### src/hw/rtl/olr_pkg.sv
package olr_pkg;

   localparam int COORD_W = 14;
   localparam int COLOR_W = 3;
   localparam int PS_W = 8;
   localparam int GRID_CELLS_DEF = 64;

   localparam int CSR_DATA_W = 32;
   localparam int CSR_ADDR_W = 3;
   localparam int REG_IDX_W = 1;
   localparam logic [REG_IDX_W-1:0] REG_PIXEL_SIZE = 1'b0;
   localparam logic [PS_W-1:0] PIXEL_SIZE_RESET = 8'd1;

   localparam int DIV_STEPS = COORD_W;
   localparam int DIV_CNT_W = $clog2(DIV_STEPS);
   localparam int NUM_LANES = 4;

   typedef struct packed {
      logic load;
      logic div_step;
      logic setup;
      logic draw;
   } cmd_type;

   typedef struct packed {
      logic last_pixel;
   } status_type;

endpackage

### src/hw/rtl/olr_ctrl.sv
module olr_ctrl (
   input  logic               clock,
   input  logic               reset,
   input  logic               start,
   output logic               busy,
   output olr_pkg::cmd_type   cmd,
   input  olr_pkg::status_type status
);

   typedef enum logic [1:0] {
      ST_IDLE,
      ST_DIV,
      ST_SETUP,
      ST_DRAW
   } state_type;

   localparam logic [olr_pkg::DIV_CNT_W-1:0] DIV_LAST =
      olr_pkg::DIV_CNT_W'(olr_pkg::DIV_STEPS - 1);

   state_type state_ff, state_in;
   logic [olr_pkg::DIV_CNT_W-1:0] cnt_ff, cnt_in;
   logic busy_ff, busy_in;

   always_comb begin
      state_in = state_ff;
      cnt_in = cnt_ff;
      unique case (state_ff)
         ST_IDLE: begin
            cnt_in = '0;
            if (start) begin
               state_in = ST_DIV;
            end
         end
         ST_DIV: begin
            cnt_in = cnt_ff + 1'b1;
            if (cnt_ff == DIV_LAST) begin
               state_in = ST_SETUP;
            end
         end
         ST_SETUP: begin
            state_in = ST_DRAW;
         end
         ST_DRAW: begin
            if (status.last_pixel) begin
               state_in = ST_IDLE;
            end
         end
         default: begin
            state_in = ST_IDLE;
         end
      endcase
      busy_in = (state_in != ST_IDLE);
   end

   always_ff @(posedge clock) begin
      if (reset) begin
         state_ff <= ST_IDLE;
         cnt_ff <= '0;
         busy_ff <= 1'b0;
      end else begin
         state_ff <= state_in;
         cnt_ff <= cnt_in;
         busy_ff <= busy_in;
      end
   end

   assign busy = busy_ff;
   assign cmd.load = (state_ff == ST_IDLE) && start;
   assign cmd.div_step = (state_ff == ST_DIV);
   assign cmd.setup = (state_ff == ST_SETUP);
   assign cmd.draw = (state_ff == ST_DRAW);

   a_accept_busy: assert property (@(posedge clock) disable iff (reset)
      (start && !busy_ff) |=> (busy_ff && state_ff == ST_DIV))
      else $error("busy not raised after accepted request");

   a_div_len: assert property (@(posedge clock) disable iff (reset)
      (state_ff == ST_DIV && cnt_ff == DIV_LAST) |=> (state_ff == ST_SETUP))
      else $error("divide phase length wrong");

   a_draw_end: assert property (@(posedge clock) disable iff (reset)
      (state_ff == ST_DRAW && status.last_pixel) |=> !busy_ff)
      else $error("busy held after last pixel");

endmodule

### src/hw/rtl/olr_dp.sv
module olr_dp #(
   parameter int GRID_CELLS = olr_pkg::GRID_CELLS_DEF
) (
   input  logic                              clock,
   input  logic                              reset,
   input  olr_pkg::cmd_type                  cmd,
   output olr_pkg::status_type               status,
   input  logic [olr_pkg::PS_W-1:0]          pixel_size,
   input  logic [olr_pkg::COORD_W-1:0]       start_x,
   input  logic [olr_pkg::COORD_W-1:0]       start_y,
   input  logic [olr_pkg::COORD_W-1:0]       end_x,
   input  logic [olr_pkg::COORD_W-1:0]       end_y,
   input  logic [olr_pkg::COLOR_W-1:0]       color_in,
   output logic                              strobe,
   output logic [olr_pkg::COORD_W-1:0]       pixel_x,
   output logic [olr_pkg::COORD_W-1:0]       pixel_y,
   output logic [olr_pkg::COLOR_W-1:0]       color_out,
   output logic                              last
);

   localparam int CW = olr_pkg::COORD_W;
   localparam int PW = olr_pkg::PS_W;
   localparam int CELL_W = $clog2(GRID_CELLS);
   localparam int P_W = CELL_W + 3;
   localparam logic [CELL_W-1:0] CELL_MAX = CELL_W'(GRID_CELLS - 1);
   localparam logic [CW-1:0] CELL_MAX_Q = CW'(GRID_CELLS - 1);
   localparam int NL = olr_pkg::NUM_LANES;

   // divider lanes: start x, start y, end x, end y
   logic [CW-1:0] q_ff [NL];
   logic [CW-1:0] q_in [NL];
   logic [PW-1:0] rem_ff [NL];
   logic [PW-1:0] rem_in [NL];
   logic [PW:0] shl [NL];
   logic [CELL_W-1:0] grid_pos [NL];

   logic [PW-1:0] ps_ff;
   logic [olr_pkg::COLOR_W-1:0] color_ff;

   logic [CELL_W-1:0] cur_x_ff, cur_x_in, cur_y_ff, cur_y_in;
   logic [CELL_W-1:0] sx_ff, sx_in, sy_ff, sy_in;
   logic [CELL_W-1:0] major_ff, major_in, minor_ff, minor_in;
   logic [CELL_W-1:0] cnt_ff;
   logic x_major_ff, x_major_in;
   logic signed [P_W-1:0] p_ff, p_in, p_setup, minor2, diff2;

   logic signed [CELL_W:0] dx, dy;
   logic [CELL_W-1:0] ax, ay;
   logic x_major_s;
   logic [CELL_W-1:0] major_s, minor_s;
   logic pos;
   logic last_pixel;

   logic strobe_ff;
   logic [CW-1:0] pixel_x_ff, pixel_y_ff, pix_x, pix_y;
   logic [olr_pkg::COLOR_W-1:0] color_out_ff;
   logic last_ff;

   // restoring divide, one quotient bit per lane per cycle while div_step is set
   always_comb begin
      for (int l = 0; l < NL; l++) begin
         shl[l] = {rem_ff[l], q_ff[l][CW-1]};
         if (shl[l] >= {1'b0, ps_ff}) begin
            rem_in[l] = PW'(shl[l] - {1'b0, ps_ff});
            q_in[l] = {q_ff[l][CW-2:0], 1'b1};
         end else begin
            rem_in[l] = shl[l][PW-1:0];
            q_in[l] = {q_ff[l][CW-2:0], 1'b0};
         end
         grid_pos[l] = (q_ff[l] > CELL_MAX_Q) ? CELL_MAX : q_ff[l][CELL_W-1:0];
      end
   end

   // octant setup
   always_comb begin
      dx = $signed({1'b0, grid_pos[2]}) - $signed({1'b0, grid_pos[0]});
      dy = $signed({1'b0, grid_pos[3]}) - $signed({1'b0, grid_pos[1]});
      ax = (dx < 0) ? CELL_W'(-dx) : dx[CELL_W-1:0];
      ay = (dy < 0) ? CELL_W'(-dy) : dy[CELL_W-1:0];
      sx_in = (dx > 0) ? CELL_W'(1) : ((dx < 0) ? '1 : '0);
      sy_in = (dy > 0) ? CELL_W'(1) : ((dy < 0) ? '1 : '0);
      x_major_s = (ax >= ay);
      major_s = x_major_s ? ax : ay;
      minor_s = x_major_s ? ay : ax;
      p_setup = $signed({2'b00, minor_s, 1'b0}) - $signed({3'b000, major_s});
   end

   // decision step
   always_comb begin
      pos = (p_ff > 0);
      minor2 = $signed({2'b00, minor_ff, 1'b0});
      diff2 = minor2 - $signed({2'b00, major_ff, 1'b0});
      p_in = pos ? (p_ff + diff2) : (p_ff + minor2);
      if (x_major_ff) begin
         cur_x_in = cur_x_ff + sx_ff;
         cur_y_in = pos ? (cur_y_ff + sy_ff) : cur_y_ff;
      end else begin
         cur_y_in = cur_y_ff + sy_ff;
         cur_x_in = pos ? (cur_x_ff + sx_ff) : cur_x_ff;
      end
      last_pixel = (cnt_ff == major_ff);
      pix_x = CW'(cur_x_ff) * CW'(ps_ff);
      pix_y = CW'(cur_y_ff) * CW'(ps_ff);
   end

   assign major_in = major_s;
   assign minor_in = minor_s;
   assign x_major_in = x_major_s;

   always_ff @(posedge clock) begin
      if (cmd.load) begin
         q_ff[0] <= start_x;
         q_ff[1] <= start_y;
         q_ff[2] <= end_x;
         q_ff[3] <= end_y;
         for (int l = 0; l < NL; l++) begin
            rem_ff[l] <= '0;
         end
         ps_ff <= (pixel_size == '0) ? PW'(1) : pixel_size;
         color_ff <= color_in;
      end else if (cmd.div_step) begin
         for (int l = 0; l < NL; l++) begin
            q_ff[l] <= q_in[l];
            rem_ff[l] <= rem_in[l];
         end
      end
      if (cmd.setup) begin
         cur_x_ff <= grid_pos[0];
         cur_y_ff <= grid_pos[1];
         sx_ff <= sx_in;
         sy_ff <= sy_in;
         x_major_ff <= x_major_in;
         major_ff <= major_in;
         minor_ff <= minor_in;
         p_ff <= p_setup;
         cnt_ff <= '0;
      end else if (cmd.draw) begin
         cur_x_ff <= cur_x_in;
         cur_y_ff <= cur_y_in;
         p_ff <= p_in;
         cnt_ff <= cnt_ff + 1'b1;
      end
      if (cmd.draw) begin
         pixel_x_ff <= pix_x;
         pixel_y_ff <= pix_y;
         color_out_ff <= color_ff;
         last_ff <= last_pixel;
      end
   end

   always_ff @(posedge clock) begin
      if (reset) begin
         strobe_ff <= 1'b0;
      end else begin
         strobe_ff <= cmd.draw;
      end
   end

   assign status.last_pixel = last_pixel;
   assign strobe = strobe_ff;
   assign pixel_x = pixel_x_ff;
   assign pixel_y = pixel_y_ff;
   assign color_out = color_out_ff;
   assign last = last_ff;

endmodule

### src/hw/rtl/octant_line_rasterizer.sv
// Draws one line per request on a coarse grid: both endpoints are divided by
// pixel_size (a value of 0 acts as 1), cells beyond the grid are clamped, and
// a Bresenham stepper emits one pixel per cycle from the start cell to the end
// cell. A request taken with start while busy is low keeps busy high through
// the bit-serial endpoint dividers, the setup step and the stepper, which emits
// N pixels, N being the pixel count (|major delta| + 1, at most GRID_CELLS).
// Pixels come out on consecutive cycles, each marked by rsp_strobe for one
// cycle, the final one with rsp_last; the receiver cannot stall them. Program
// pixel_size only while busy is low and no pixel is pending.
module octant_line_rasterizer #(
   parameter int GRID_CELLS = olr_pkg::GRID_CELLS_DEF
) (
   input  logic                                clock,
   input  logic                                reset,
   input  logic                                start,
   output logic                                busy,
   input  logic [olr_pkg::COORD_W-1:0]         req_start_x,
   input  logic [olr_pkg::COORD_W-1:0]         req_start_y,
   input  logic [olr_pkg::COORD_W-1:0]         req_end_x,
   input  logic [olr_pkg::COORD_W-1:0]         req_end_y,
   input  logic [olr_pkg::COLOR_W-1:0]         req_color_in,
   output logic                                rsp_strobe,
   output logic [olr_pkg::COORD_W-1:0]         rsp_pixel_x,
   output logic [olr_pkg::COORD_W-1:0]         rsp_pixel_y,
   output logic [olr_pkg::COLOR_W-1:0]         rsp_color_out,
   output logic                                rsp_last,
   input  logic                                psel,
   input  logic                                penable,
   input  logic                                pwrite,
   input  logic [olr_pkg::CSR_ADDR_W-1:0]      paddr,
   input  logic [olr_pkg::CSR_DATA_W-1:0]      pwdata,
   output logic [olr_pkg::CSR_DATA_W-1:0]      prdata,
   output logic                                pready
);

   logic [olr_pkg::PS_W-1:0] pixel_size_ff, pixel_size_in;
   logic [olr_pkg::REG_IDX_W-1:0] reg_idx;
   logic wr_en;
   olr_pkg::cmd_type cmd;
   olr_pkg::status_type status;

   // register file
   assign reg_idx = paddr[olr_pkg::CSR_ADDR_W-1:2];
   assign pready = 1'b1;
   assign wr_en = psel && penable && pwrite && pready
                  && (reg_idx == olr_pkg::REG_PIXEL_SIZE);
   assign pixel_size_in = wr_en ? pwdata[olr_pkg::PS_W-1:0] : pixel_size_ff;
   assign prdata = (reg_idx == olr_pkg::REG_PIXEL_SIZE)
                   ? olr_pkg::CSR_DATA_W'(pixel_size_ff) : '0;

   always_ff @(posedge clock) begin
      if (reset) begin
         pixel_size_ff <= olr_pkg::PIXEL_SIZE_RESET;
      end else begin
         pixel_size_ff <= pixel_size_in;
      end
   end

   olr_ctrl u_ctrl (
      .clock  (clock),
      .reset  (reset),
      .start  (start),
      .busy   (busy),
      .cmd    (cmd),
      .status (status)
   );

   olr_dp #(
      .GRID_CELLS (GRID_CELLS)
   ) u_dp (
      .clock      (clock),
      .reset      (reset),
      .cmd        (cmd),
      .status     (status),
      .pixel_size (pixel_size_ff),
      .start_x    (req_start_x),
      .start_y    (req_start_y),
      .end_x      (req_end_x),
      .end_y      (req_end_y),
      .color_in   (req_color_in),
      .strobe     (rsp_strobe),
      .pixel_x    (rsp_pixel_x),
      .pixel_y    (rsp_pixel_y),
      .color_out  (rsp_color_out),
      .last       (rsp_last)
   );

   a_last_gap: assert property (@(posedge clock) disable iff (reset)
      (rsp_strobe && rsp_last) |=> !rsp_strobe)
      else $error("transfer right after last pixel");

endmodule

### config.mk
export PLATFORM = sky130hd
export DESIGN_NAME = octant_line_rasterizer
export DESIGN_NICKNAME = d
export VERILOG_FILES = /design/src/hw/rtl/olr_pkg.sv /design/src/hw/rtl/olr_ctrl.sv /design/src/hw/rtl/olr_dp.sv /design/src/hw/rtl/octant_line_rasterizer.sv
export SDC_FILE = /design/constraint.sdc
export NUM_CORES = 1
export LEC_CHECK = 0
export BUFFER_PORTS_ARGS = -buffer_cell sky130_fd_sc_hd__buf_2
export CAP_MARGIN = 20
export CORE_MARGIN = 2
export CORE_UTILIZATION = 40
export DETAILED_ROUTE_END_ITERATION = 8
export PLACE_DENSITY_LB_ADDON = 0.25
export SETUP_SLACK_MARGIN = 0.1
export SYNTH_ARGS = -nofsm -noshare
export SYNTH_HDL_FRONTEND = slang
export SYNTH_SLANG_ARGS = --single-unit
### constraint.sdc
create_clock -name clock -period 14.27 [get_ports clock]
set_input_delay 1.427 -clock clock [delete_from_list [all_inputs] [get_ports clock]]
set_output_delay 1.427 -clock clock [all_outputs]
set_load 0.02 [all_outputs]
==> impl_metrics.env, run 1 <==
export IMPL_status="finished clean"
export IMPL_synth_enable_flop_cells=169
export IMPL_maxCapViolCount=0
export IMPL_multi_input_area_um2=7720
export IMPL_dieArea_um2=36400
export IMPL_clk_latency_ns=0.44
export IMPL_whs_ns=0.426
export IMPL_grt_pass1_vias=9487
export IMPL_drc_errors=0
export IMPL_max_freq_ghz=0.153
export IMPL_leakagePower_nw=6.72
export IMPL_drtIter0Drc=492
export IMPL_grt_max_degree=55
export IMPL_gr_total_overflow=0
export IMPL_setup_violations=0
export IMPL_period_minus_slack_ns=6.52
export IMPL_path_clk_slew_ns=0.07
export IMPL_vias_per_cell=4.96
export IMPL_synth_area_um2=14000
export IMPL_cts_tree="yes"
export IMPL_async_flop_share_pct=0
export IMPL_cts_buffers=17
export IMPL_grt_first_pass_wirelength_mm=48.2
export IMPL_h_tree_depth=4
export IMPL_yosys_warnings=0
export IMPL_seq_area_frac_synth_pct=39.5
export IMPL_vias=9417
export IMPL_hold_viol=0
export IMPL_r2r_end="u_dp.p_ff[6]"
export IMPL_post_cts_buffers=0
export IMPL_cts_hold_buf=0
export IMPL_rsz0062_at_grt="false"
export IMPL_critPathLaunchType="flop"
export IMPL_cts_num_sinks=191
export IMPL_die_w_um=191
export IMPL_antenna_found_initial=4
export IMPL_criticalPathCategory="flop to flop"
export IMPL_ir_drop_mv=0.0893
export IMPL_dr_pass1_iters=5
export IMPL_maxSlewHeadroom_pct=29.4
export IMPL_io_pins=167
export IMPL_areaGrowthSynthToFinish_pct=11.2
export IMPL_ant_nets=0
export IMPL_worst_pin_slew_ns=1.05
export IMPL_fin_setup_tns_ns=0
export IMPL_cp_arrival_ns=6.71
export IMPL_postCtsResizedCells=0
export IMPL_coreArea_um2=34500
export IMPL_placed_cell_area_um2=14900
export IMPL_synth_ff_type="edfxtp_1"
export IMPL_io_buffers=115
export IMPL_r2r_slack_ns=7.75
export IMPL_synth_distinct_cells=58
export IMPL_fin_crit_sh_pct=45.7
export IMPL_reg2reg_from="u_dp.q_ff[3][9]"
export IMPL_stdcell_area_um2=15500
export IMPL_initial_core_util_pct=40.5
export IMPL_min_from="u_dp.color_ff[1]"
export IMPL_die_h_um=191
export IMPL_hpwl_mm=22.5
export IMPL_min_to="u_dp.color_out[1]"
export IMPL_yosysTopAreaCell="edfxtp_1"
export IMPL_syn_avg_cell_area_um2=10.5
export IMPL_critPathRequiredTime_ns=14.46
export IMPL_cts_root_buf="clkbuf_16"
export IMPL_layout_drive_gt1_share_pct=17.7
export IMPL_synth_area_top_cells="edfxtp_1, ha_1, fa_1"
export IMPL_worstPathMaxFanout=24
export IMPL_nNetsFinal=1716
export IMPL_slew_violations=0
export IMPL_routedWlPerCell_um=15.5
export IMPL_min_path_type="flop to flop"
export IMPL_core_rowCount=68
export IMPL_clk_path_buf_depth=2
export IMPL_synth_seq_cells=191
export IMPL_min_delay_path_depth=0
export IMPL_crit_path_end_kind="flop"
export IMPL_fillers=3289
export IMPL_power_density_nw_per_um2=99.1
export IMPL_final_common_cell="edfxtp_1"
export IMPL_ff2ff_path_depth=26
export IMPL_synth_top_area_share_pct=36.3
export IMPL_wl_mm=29.5
export IMPL_gp_congestion=0.813
export IMPL_grt_usage_pct=16.9
export IMPL_final_cell_mix="edfxtp_1, inv_1, ha_1"
export IMPL_syn_instance_count=1332
export IMPL_ff_latch_area_um2=5520
export IMPL_fin_skew_ns=0.0127
[critical path: stages, from the launching register on]
cell,delay [ns]
edfxtp_1,0.40
nor4_1,0.35
nand2_1,0.20
nor2_1,0.19
ha_1,0.20
inv_1,0.06
fa_1,0.52
inv_1,0.08
ha_1,0.22
or4_1,0.51
mux2i_1,0.16
and4b_1,0.30
ha_1,0.31
a21oi_1,0.06
o21ai_0,0.18
maj3_2,0.55
mux2i_1,0.35
inv_1,0.10
fa_1,0.43
inv_1,0.07
a21oi_1,0.10
maj3_2,0.34
nor2_1,0.12
nand2_1,0.07
o2111ai_1,0.14
xor2_1,0.18
o21ai_1,0.07
[worst max path at each step]
stage                     cells past startpoint  slack [ns]      endpoint             start
after floorplan                              28        8.47  u_dp.p_ff[6]  u_dp.q_ff[3][12]
after global placement                       26        7.82  u_dp.p_ff[6]  u_dp.q_ff[1][12]
after detailed placement                     26        7.75  u_dp.p_ff[6]  u_dp.q_ff[1][13]
after CTS                                    26        7.71  u_dp.p_ff[6]  u_dp.q_ff[1][13]
after global routing                         28        7.14  u_dp.p_ff[6]   u_dp.q_ff[0][7]
final                                        26        7.75  u_dp.p_ff[6]   u_dp.q_ff[3][9]
[where the power goes]
group          internal (mW)  switching, mW  total [mW]
clock network          0.273          0.225       0.498
logic                  0.159          0.193       0.352
registers              0.662         0.0257       0.688
[through the flow]
| step | setup slack (ns) | instances | total power [mW] | utilization (%) |
|---|---|---|---|---|
| finish | 7.75 | 1899 | 1.54 | 45.0 |
| global placement | 7.82 | 1865 | 1.05 | 43.3 |
| CTS | 7.71 | 1897 | 1.56 | 45.0 |
| floorplan | 8.47 | 1355 | 0.985 | - |
| global route | 7.14 | 1898 | 1.63 | 45.0 |
| detailed placement | 7.75 | 1865 | 1.05 | 43.3 |
[cell families after synthesis]
kind of cell | share of synthesized area, %
compound gates | 8.80
xor+xnor | 5.13
fa+ha+maj | 20.3
buf+inv | 6.02
flops | 39.5
mux | 7.03
other cells | 0.0538
simple gates | 13.1
[layer usage]
| metal | wire [um] | part of all wire (%) | track usage [%] |
|---|---|---|---|
| met5 | 30 | 0.10 | 0 |
| met3 | 1370 | 4.6 | 4.01 |
| met4 | 257 | 0.87 | 3.61 |
| met2 | 14000 | 48 | 28.5 |
| met1 | 13800 | 47 | 22.1 |
[registers in the layout (all words and copies together) (netlist names), 4 cells and up]
signal,cells
u_dp.major_ff,6
u_dp.cnt_ff,6
u_dp.p_ff,9
u_dp.ps_ff,8
u_ctrl.cnt_ff,4
u_dp.pixel_x,14
u_dp.rem_ff,32
u_dp.pixel_y,14
pixel_size_ff,8
u_dp.q_ff,56
u_dp.cur_x_ff,6
u_dp.minor_ff,6
u_dp.cur_y_ff,6
[final cells by class]
cell class	count	area share, %
tap	455	3.67
multi-input combinational	969	49.7
inverter	128	3.10
clock inverter	13	0.951
antenna	1	0.0161
sequential	191	35.5
clock buffer	19	2.93
timing repair buffer	123	4.10
[Yosys cell counts, types with 3 or more instances]
cell type / instances
nor3_1: 9
o21ai_0: 43
nand3_1: 8
clkbuf_1: 34
nor4_1: 14
mux2i_1: 26
nor2b_1: 26
edfxtp_1: 169
buf_1: 6
inv_1: 127
or2_2: 14
a21oi_1: 70
maj3_1: 3
nand2_1: 120
dfxtp_1: 22
o21bai_1: 10
xor2_1: 26
xnor2_1: 54
o21ai_1: 7
ha_1: 125
a21oi_2: 10
a31oi_1: 3
a21o_1: 18
a21boi_0: 9
mux2_2: 64
a2111oi_0: 4
nand3b_1: 3
fa_1: 61
buf_4: 25
nor2_1: 114
nand4_1: 10
and2_1: 40
o21a_1: 6
nor3b_1: 3
nand2b_1: 17
a211oi_1: 4
(Power assumes the default switching activity.)
==> run 2: changes to the inputs <==
ABC_AREA = 1   (was default)
clock period = 6.05 ns   (was 14.27 ns; I/O delays follow)
==> run 2 against run 1 <==
Net effect:
- cell count up 15%
- largest power group unchanged
- worst setup slack worse by 7.1 ns
- wire length up 3.9%
- hold slack worse by 0.094 ns
- final area up 0.61%
==> impl_metrics.env, run 2 <==
export IMPL_clk_path_buf_depth=2
export IMPL_synth_seq_cells=191
export IMPL_synth_common_cells="nand2_1, inv_1, edfxtp_1"
export IMPL_coreArea_um2=34600
export IMPL_max_stage_delay_ns=0.48
export IMPL_slowest_stage="fa_1"
export IMPL_gp_congestion=0.826
export IMPL_fin_skew_ns=0.0128
export IMPL_critPathLaunchType="flop"
export IMPL_critPathRequiredTime_ns=6.25
export IMPL_antenna_found_initial=3
export IMPL_die_h_um=192
export IMPL_ff_latch_area_um2=5520
export IMPL_vias=10500
export IMPL_power_density_nw_per_um2=233
export IMPL_synth_enable_flop_cells=169
export IMPL_ant_nets=0
export IMPL_ir_drop_mv=0.216
export IMPL_fillers=3413
export IMPL_cp_arrival_ns=5.61
export IMPL_routedWlPerCell_um=14.0
export IMPL_fin_crit_sh_pct=89.5
export IMPL_cts_hold_buf=0
export IMPL_syn_instance_count=1636
export IMPL_rsz0062_at_grt="false"
export IMPL_io_buffers=115
export IMPL_cts_buffers=17
export IMPL_initial_core_util_pct=40.8
export IMPL_seq_area_frac_synth_pct=39.1
export IMPL_drtIter0Drc=587
export IMPL_layout_drive_gt1_share_pct=12.5
export IMPL_min_path_type="primary input to flop"
export IMPL_core_rowCount=68
export IMPL_leakagePower_nw=7.64
export IMPL_multi_input_area_um2=7340
export IMPL_synth_most_common_cell="nand2_1"
export IMPL_top_register="u_dp.q_ff"
export IMPL_max_freq_ghz=0.185
export IMPL_finalPower_mw=3.64
export IMPL_worst_pin_slew_ns=0.820
export IMPL_nNetsFinal=2007
export IMPL_largest_reg_flops=56
export IMPL_dr_pass1_iters=5
export IMPL_cts_root_buf="clkbuf_16"
export IMPL_setup_violations=0
export IMPL_worst_path_buf_inv=4
export IMPL_path_clk_slew_ns=0.08
export IMPL_cp_common_cell="nand2_1"
export IMPL_io_pins=167
export IMPL_yosys_warnings=0
export IMPL_wl_mm=30.6
export IMPL_fin_setup_tns_ns=0
export IMPL_synth_distinct_cells=53
export IMPL_grt_pass1_vias=10300
export IMPL_dieArea_um2=36800
export IMPL_cp_top_family="simple AND/OR/NAND/NOR gates"
export IMPL_gr_total_overflow=0
export IMPL_drc_errors=0
export IMPL_synth_area_top_cells="edfxtp_1, ha_1, nand2_1"
export IMPL_fin_ws_ns=0.634
export IMPL_h_tree_depth=4
export IMPL_final_cell_mix="nand2_1, inv_1, edfxtp_1"
export IMPL_grt_first_pass_wirelength_mm=50.6
export IMPL_synth_top_area_share_pct=36.0
export IMPL_yosysTopAreaCell="edfxtp_1"
export IMPL_async_flop_share_pct=0
export IMPL_top_regs="u_dp.q_ff x56, u_dp.rem_ff x32"
export IMPL_dp_slack_ns=0.413
export IMPL_final_common_cell="nand2_1"
export IMPL_hold_viol=0
export IMPL_period_minus_slack_ns=5.42
export IMPL_synth_ff_type="edfxtp_1"
export IMPL_criticalPathCategory="flop to flop"
export IMPL_grt_usage_pct=17.5
export IMPL_maxSlewHeadroom_pct=45.3
export IMPL_die_w_um=192
export IMPL_hpwl_mm=23.2
export IMPL_worstPathMaxFanout=9
export IMPL_synth_area_um2=14100
export IMPL_clk_latency_ns=0.45
export IMPL_grt_max_degree=81
export IMPL_vias_per_cell=4.81
export IMPL_r2r_slack_ns=0.63
export IMPL_crit_path_end_kind="flop"
export IMPL_cts_num_sinks=191
export IMPL_status="finished clean"
export IMPL_cts_tree="yes"
export IMPL_maxCapViolCount=0
export IMPL_syn_avg_cell_area_um2=8.63
export IMPL_areaGrowthSynthToFinish_pct=10.7
export IMPL_slew_violations=0
==> run 2: cell families after synthesis <==
logic type      count (synthesis)  share of synthesized area (%)
simple gates                  646                           19.4
buf+inv                       339                           9.80
compound gates                216                           8.41
flops                         191                           39.1
fa+ha+maj                     186                           19.7
xor+xnor                       56                           3.53
other cells                     2                         0.0532
==> run 2: worst reg2reg max path, delay by kind of cell (launching register included) <==
| family | cells | cell delay, ns |
|---|---|---|
| simple gates | 24 | 2.44 |
| fa+ha+maj | 3 | 1.13 |
| buf+inv | 4 | 0.48 |
| compound gates | 3 | 0.47 |
| flops | 1 | 0.42 |
| xor+xnor | 1 | 0.22 |
==> run 2: per-stage QoR <==
stage / hold slack [ns] / cells / utilization (%) / area, um^2
floorplan: 0.400 / 1659 / - / 14200
global placement: 0.401 / 2157 / 43.4 / 15000
detailed placement: 0.405 / 2157 / 43.4 / 15000
CTS: 0.316 / 2189 / 45.0 / 15600
global route: 0.312 / 2189 / 45.1 / 15600
finish: 0.331 / 2191 / 45.1 / 15600
==> run 2: area by class of cell <==
cell class / count / area share, %
Sequential cell: 191 / 35.3
Timing Repair Buffer: 125 / 4.17
Antenna cell: 2 / 0.0320
Inverter: 257 / 6.18
Tap cell: 455 / 3.65
Clock inverter: 13 / 0.761
Multi-Input combinational cell: 1129 / 47.0
Clock buffer: 19 / 2.90
==> run 2: report_power, final <==
part / leakage [nW] / switching (mW) / total, mW / internal (mW)
clock: 0.285 / 0.545 / 1.11 / 0.565
combinational: 5.56 / 0.562 / 0.893 / 0.331
sequential: 1.79 / 0.0627 / 1.63 / 1.57
total: 7.64 / 1.17 / 3.64 / 2.47
==> run 2: timing repair <==
item                                    CTS  global route
endpoints found under the setup margin    0             7
buffers inserted                          0             0
resized for setup                         0             6
==> run 2: path summary, 6_finish.rpt <==
path / from / to / depth (start not counted)
hold reg to reg: pixel_size_ff[1] / u_dp.ps_ff[1] / 0
setup / recovery: u_dp.q_ff[0][11] / u_dp.p_ff[7] / 35
setup reg to reg: u_dp.q_ff[0][11] / u_dp.p_ff[7] / 35
hold / removal: req_color_in[1] / u_dp.color_ff[1] / 1
==> run 2: per-layer routing <==
| metal | GRT usage (%) | vias to the layer above | share of wire (%) |
|---|---|---|---|
| met5 | 0 | - | 0.042 |
| met4 | 4.14 | 2 | 1.2 |
| met3 | 3.47 | 26 | 4.9 |
| met2 | 29.5 | 225 | 46 |
| met1 | 23.2 | 4856 | 47 |
| li1 | - | 5420 | - |
==> run 3: changes to the inputs <==
clock period = 6.9 ns   (was 6.05 ns; I/O delays follow)
==> run 3 against run 2 <==
Net effect:
- wire length down 0.40%
- flip-flop and latch count stayed put
- critical endpoint is now u_dp.p_ff[6]
- first-iteration DRC count increased by 20%
- via count fell by 0.77%
- die area stayed put
- register-to-register slack improved by 0.49 ns
- sequential share of layout area grew 0.12 points
- count of clock-buffer cells in the layout is 1 lower
- cell count shrank 0.27%
- clock power down 9%
==> impl_metrics.env, run 3 (synthesis results as in run 2) <==
export IMPL_worst_pin_slew_ns=1.07
export IMPL_fin_cells=2185
export IMPL_setup_violations=0
export IMPL_maxSlewHeadroom_pct=28.9
export IMPL_dieArea_um2=36800
export IMPL_postCtsResizedCells=0
export IMPL_drt_met1_wl_mm=14.6
export IMPL_ir_drop_mv=0.184
export IMPL_layout_drive_gt1_share_pct=12.0
export IMPL_p_int_mw=2.17
export IMPL_top_register="u_dp.q_ff"
export IMPL_io_pins=167
export IMPL_switching_power_mw=1.04
export IMPL_criticalPathCategory="flop to flop"
export IMPL_top_regs="u_dp.q_ff x56, u_dp.rem_ff x32"
export IMPL_min_to="u_dp.color_ff[2]"
export IMPL_ff2ff_path_depth=30
export IMPL_initial_core_util_pct=40.8
export IMPL_worstPathMaxFanout=15
export IMPL_gr_total_overflow=0
export IMPL_drc_errors=0
export IMPL_cts_num_sinks=191
export IMPL_r2r_end="u_dp.p_ff[6]"
export IMPL_fin_setup_tns_ns=0
export IMPL_max_freq_ghz=0.173
export IMPL_antenna_found_initial=1
export IMPL_wl_mm=30.5
export IMPL_drtIter0Drc=707
export IMPL_largest_reg_flops=56
export IMPL_cts_tree="yes"
export IMPL_min_from="req_color_in[2]"
export IMPL_ant_nets=0
export IMPL_grt_max_degree=81
export IMPL_min_delay_path_depth=1
export IMPL_gp_congestion=0.846
export IMPL_slew_violations=0
export IMPL_dr_pass1_iters=5
export IMPL_path_clk_slew_ns=0.08
export IMPL_post_cts_buffers=0
export IMPL_wl_met3_mm=1.40
export IMPL_hpwl_mm=23.2
export IMPL_die_w_um=192
export IMPL_swShare_pct=32.3
export IMPL_maxCapViolCount=0
export IMPL_clk_path_buf_depth=2
export IMPL_top_layer_used="met4"
export IMPL_cp_startpoint="u_dp.q_ff[1][13]"
export IMPL_fillers=3349
export IMPL_cts_root_buf="clkbuf_16"
export IMPL_nNetsFinal=2002
export IMPL_power_density_nw_per_um2=206
export IMPL_h_tree_depth=4
export IMPL_r2r_slack_ns=1.13
export IMPL_fin_skew_ns=0.0150
export IMPL_clock_power_share_pct=31.3
export IMPL_period_minus_slack_ns=5.77
export IMPL_routedWlPerCell_um=14.0
export IMPL_reg2reg_from="u_dp.q_ff[1][13]"
export IMPL_cp_common_cell="nand2_1"
export IMPL_grt_pass1_vias=10500
export IMPL_vias_per_cell=4.78
export IMPL_min_path_type="primary input to flop"
export IMPL_whs_ns=0.413
export IMPL_io_buffers=115
export IMPL_cts_buffers=17
export IMPL_max_stage_delay_ns=0.49
export IMPL_final_cell_mix="nand2_1, inv_1, edfxtp_1"
export IMPL_cp_arrival_ns=5.98
export IMPL_hold_viol=0
export IMPL_p_comb_share_pct=24.1
export IMPL_crit_path_end_kind="flop"
export IMPL_status="finished clean"
export IMPL_critPathLaunchType="flop"
export IMPL_critPathRequiredTime_ns=7.10
export IMPL_rsz0062_at_grt="false"
export IMPL_grt_first_pass_wirelength_mm=51.0
export IMPL_die_h_um=192
export IMPL_areaGrowthSynthToFinish_pct=10.3
export IMPL_slowest_stage="nor4_1"
export IMPL_pwr_share_seq_pct=44.6
export IMPL_wl_met2_mm=14.0
export IMPL_finalPower_mw=3.21
export IMPL_cts_hold_buf=0
export IMPL_leakagePower_nw=7.60
export IMPL_final_common_cell="nand2_1"
export IMPL_dp_cells=2152
export IMPL_clk_latency_ns=0.45
export IMPL_vias=10400
export IMPL_fin_crit_sh_pct=83.7
export IMPL_grt_usage_pct=17.6
export IMPL_core_rowCount=68
export IMPL_coreArea_um2=34600
export IMPL_final_util_pct=44.9
## run 3: cell types whose count changed in the layout (fill, tap and decap cells not counted), moves of 3 or more
cell and delta:
clkinvlp_4 +3, nor4_2 -3, nor4_1 +3, clkinv_4 -5, buf_4 -5
## run 3: per-layer routing
metal | up-vias | track usage [%]
li1 | 5407 | -
met1 | 4824 | 23.8
met2 | 187 | 29.0
met3 | 30 | 2.89
met4 | 0 | 5.06
met5 | - | 0
## run 3: worst max-delay path, delay by kind of cell, from the launching register on
| family | cells | cell delay, ns |
|---|---|---|
| buffers and inverters | 2 | 0.19 |
| AND/OR/NAND/NOR | 18 | 2.62 |
| AO/OA/AOI/OAI | 7 | 1.24 |
| flip-flops | 1 | 0.41 |
| adder cells (fa/ha/maj) | 3 | 1.09 |
## run 3: power by group through the flow
stage	clock, mW	sequential [mW]	combinational, mW
floorplan	0	1.44	0.632
global placement	0	1.46	0.761
detailed placement	0	1.46	0.777
CTS	1.03	1.43	0.783
global route	1.07	1.44	0.905
finish	1.01	1.43	0.774
## run 3: stage by stage
stage / setup slack [ns] / instance area [um^2]
finish: 1.13 / 15600
global route: 0.543 / 15600
CTS: 1.05 / 15600
detailed placement: 1.05 / 15000
global placement: 1.09 / 15000
floorplan: 1.98 / 14200
## run 3: layout make-up
| cell class | instances | area (um^2) | area share (%) |
|---|---|---|---|
| multi-input combinational | 1129 | 7320 | 47.0 |
| sequential | 191 | 5520 | 35.4 |
| inverter | 257 | 965 | 6.20 |
| timing repair buffer | 120 | 613 | 3.94 |
| tap | 455 | 569 | 3.66 |
| clock buffer | 18 | 429 | 2.76 |
| clock inverter | 14 | 153 | 0.981 |
| antenna | 1 | 2.50 | 0.0161 |
## run 3: worst max-delay path by stage
| stage | cells after the start | endpoint | slack (ns) |
|---|---|---|---|
| floorplan | 33 | u_dp.p_ff[6] | 1.98 |
| global placement | 30 | u_dp.p_ff[6] | 1.09 |
| detailed placement | 30 | u_dp.p_ff[6] | 1.05 |
| CTS | 30 | u_dp.p_ff[6] | 1.05 |
| global route | 30 | u_dp.p_ff[6] | 0.54 |
| finish | 30 | u_dp.p_ff[6] | 1.13 |
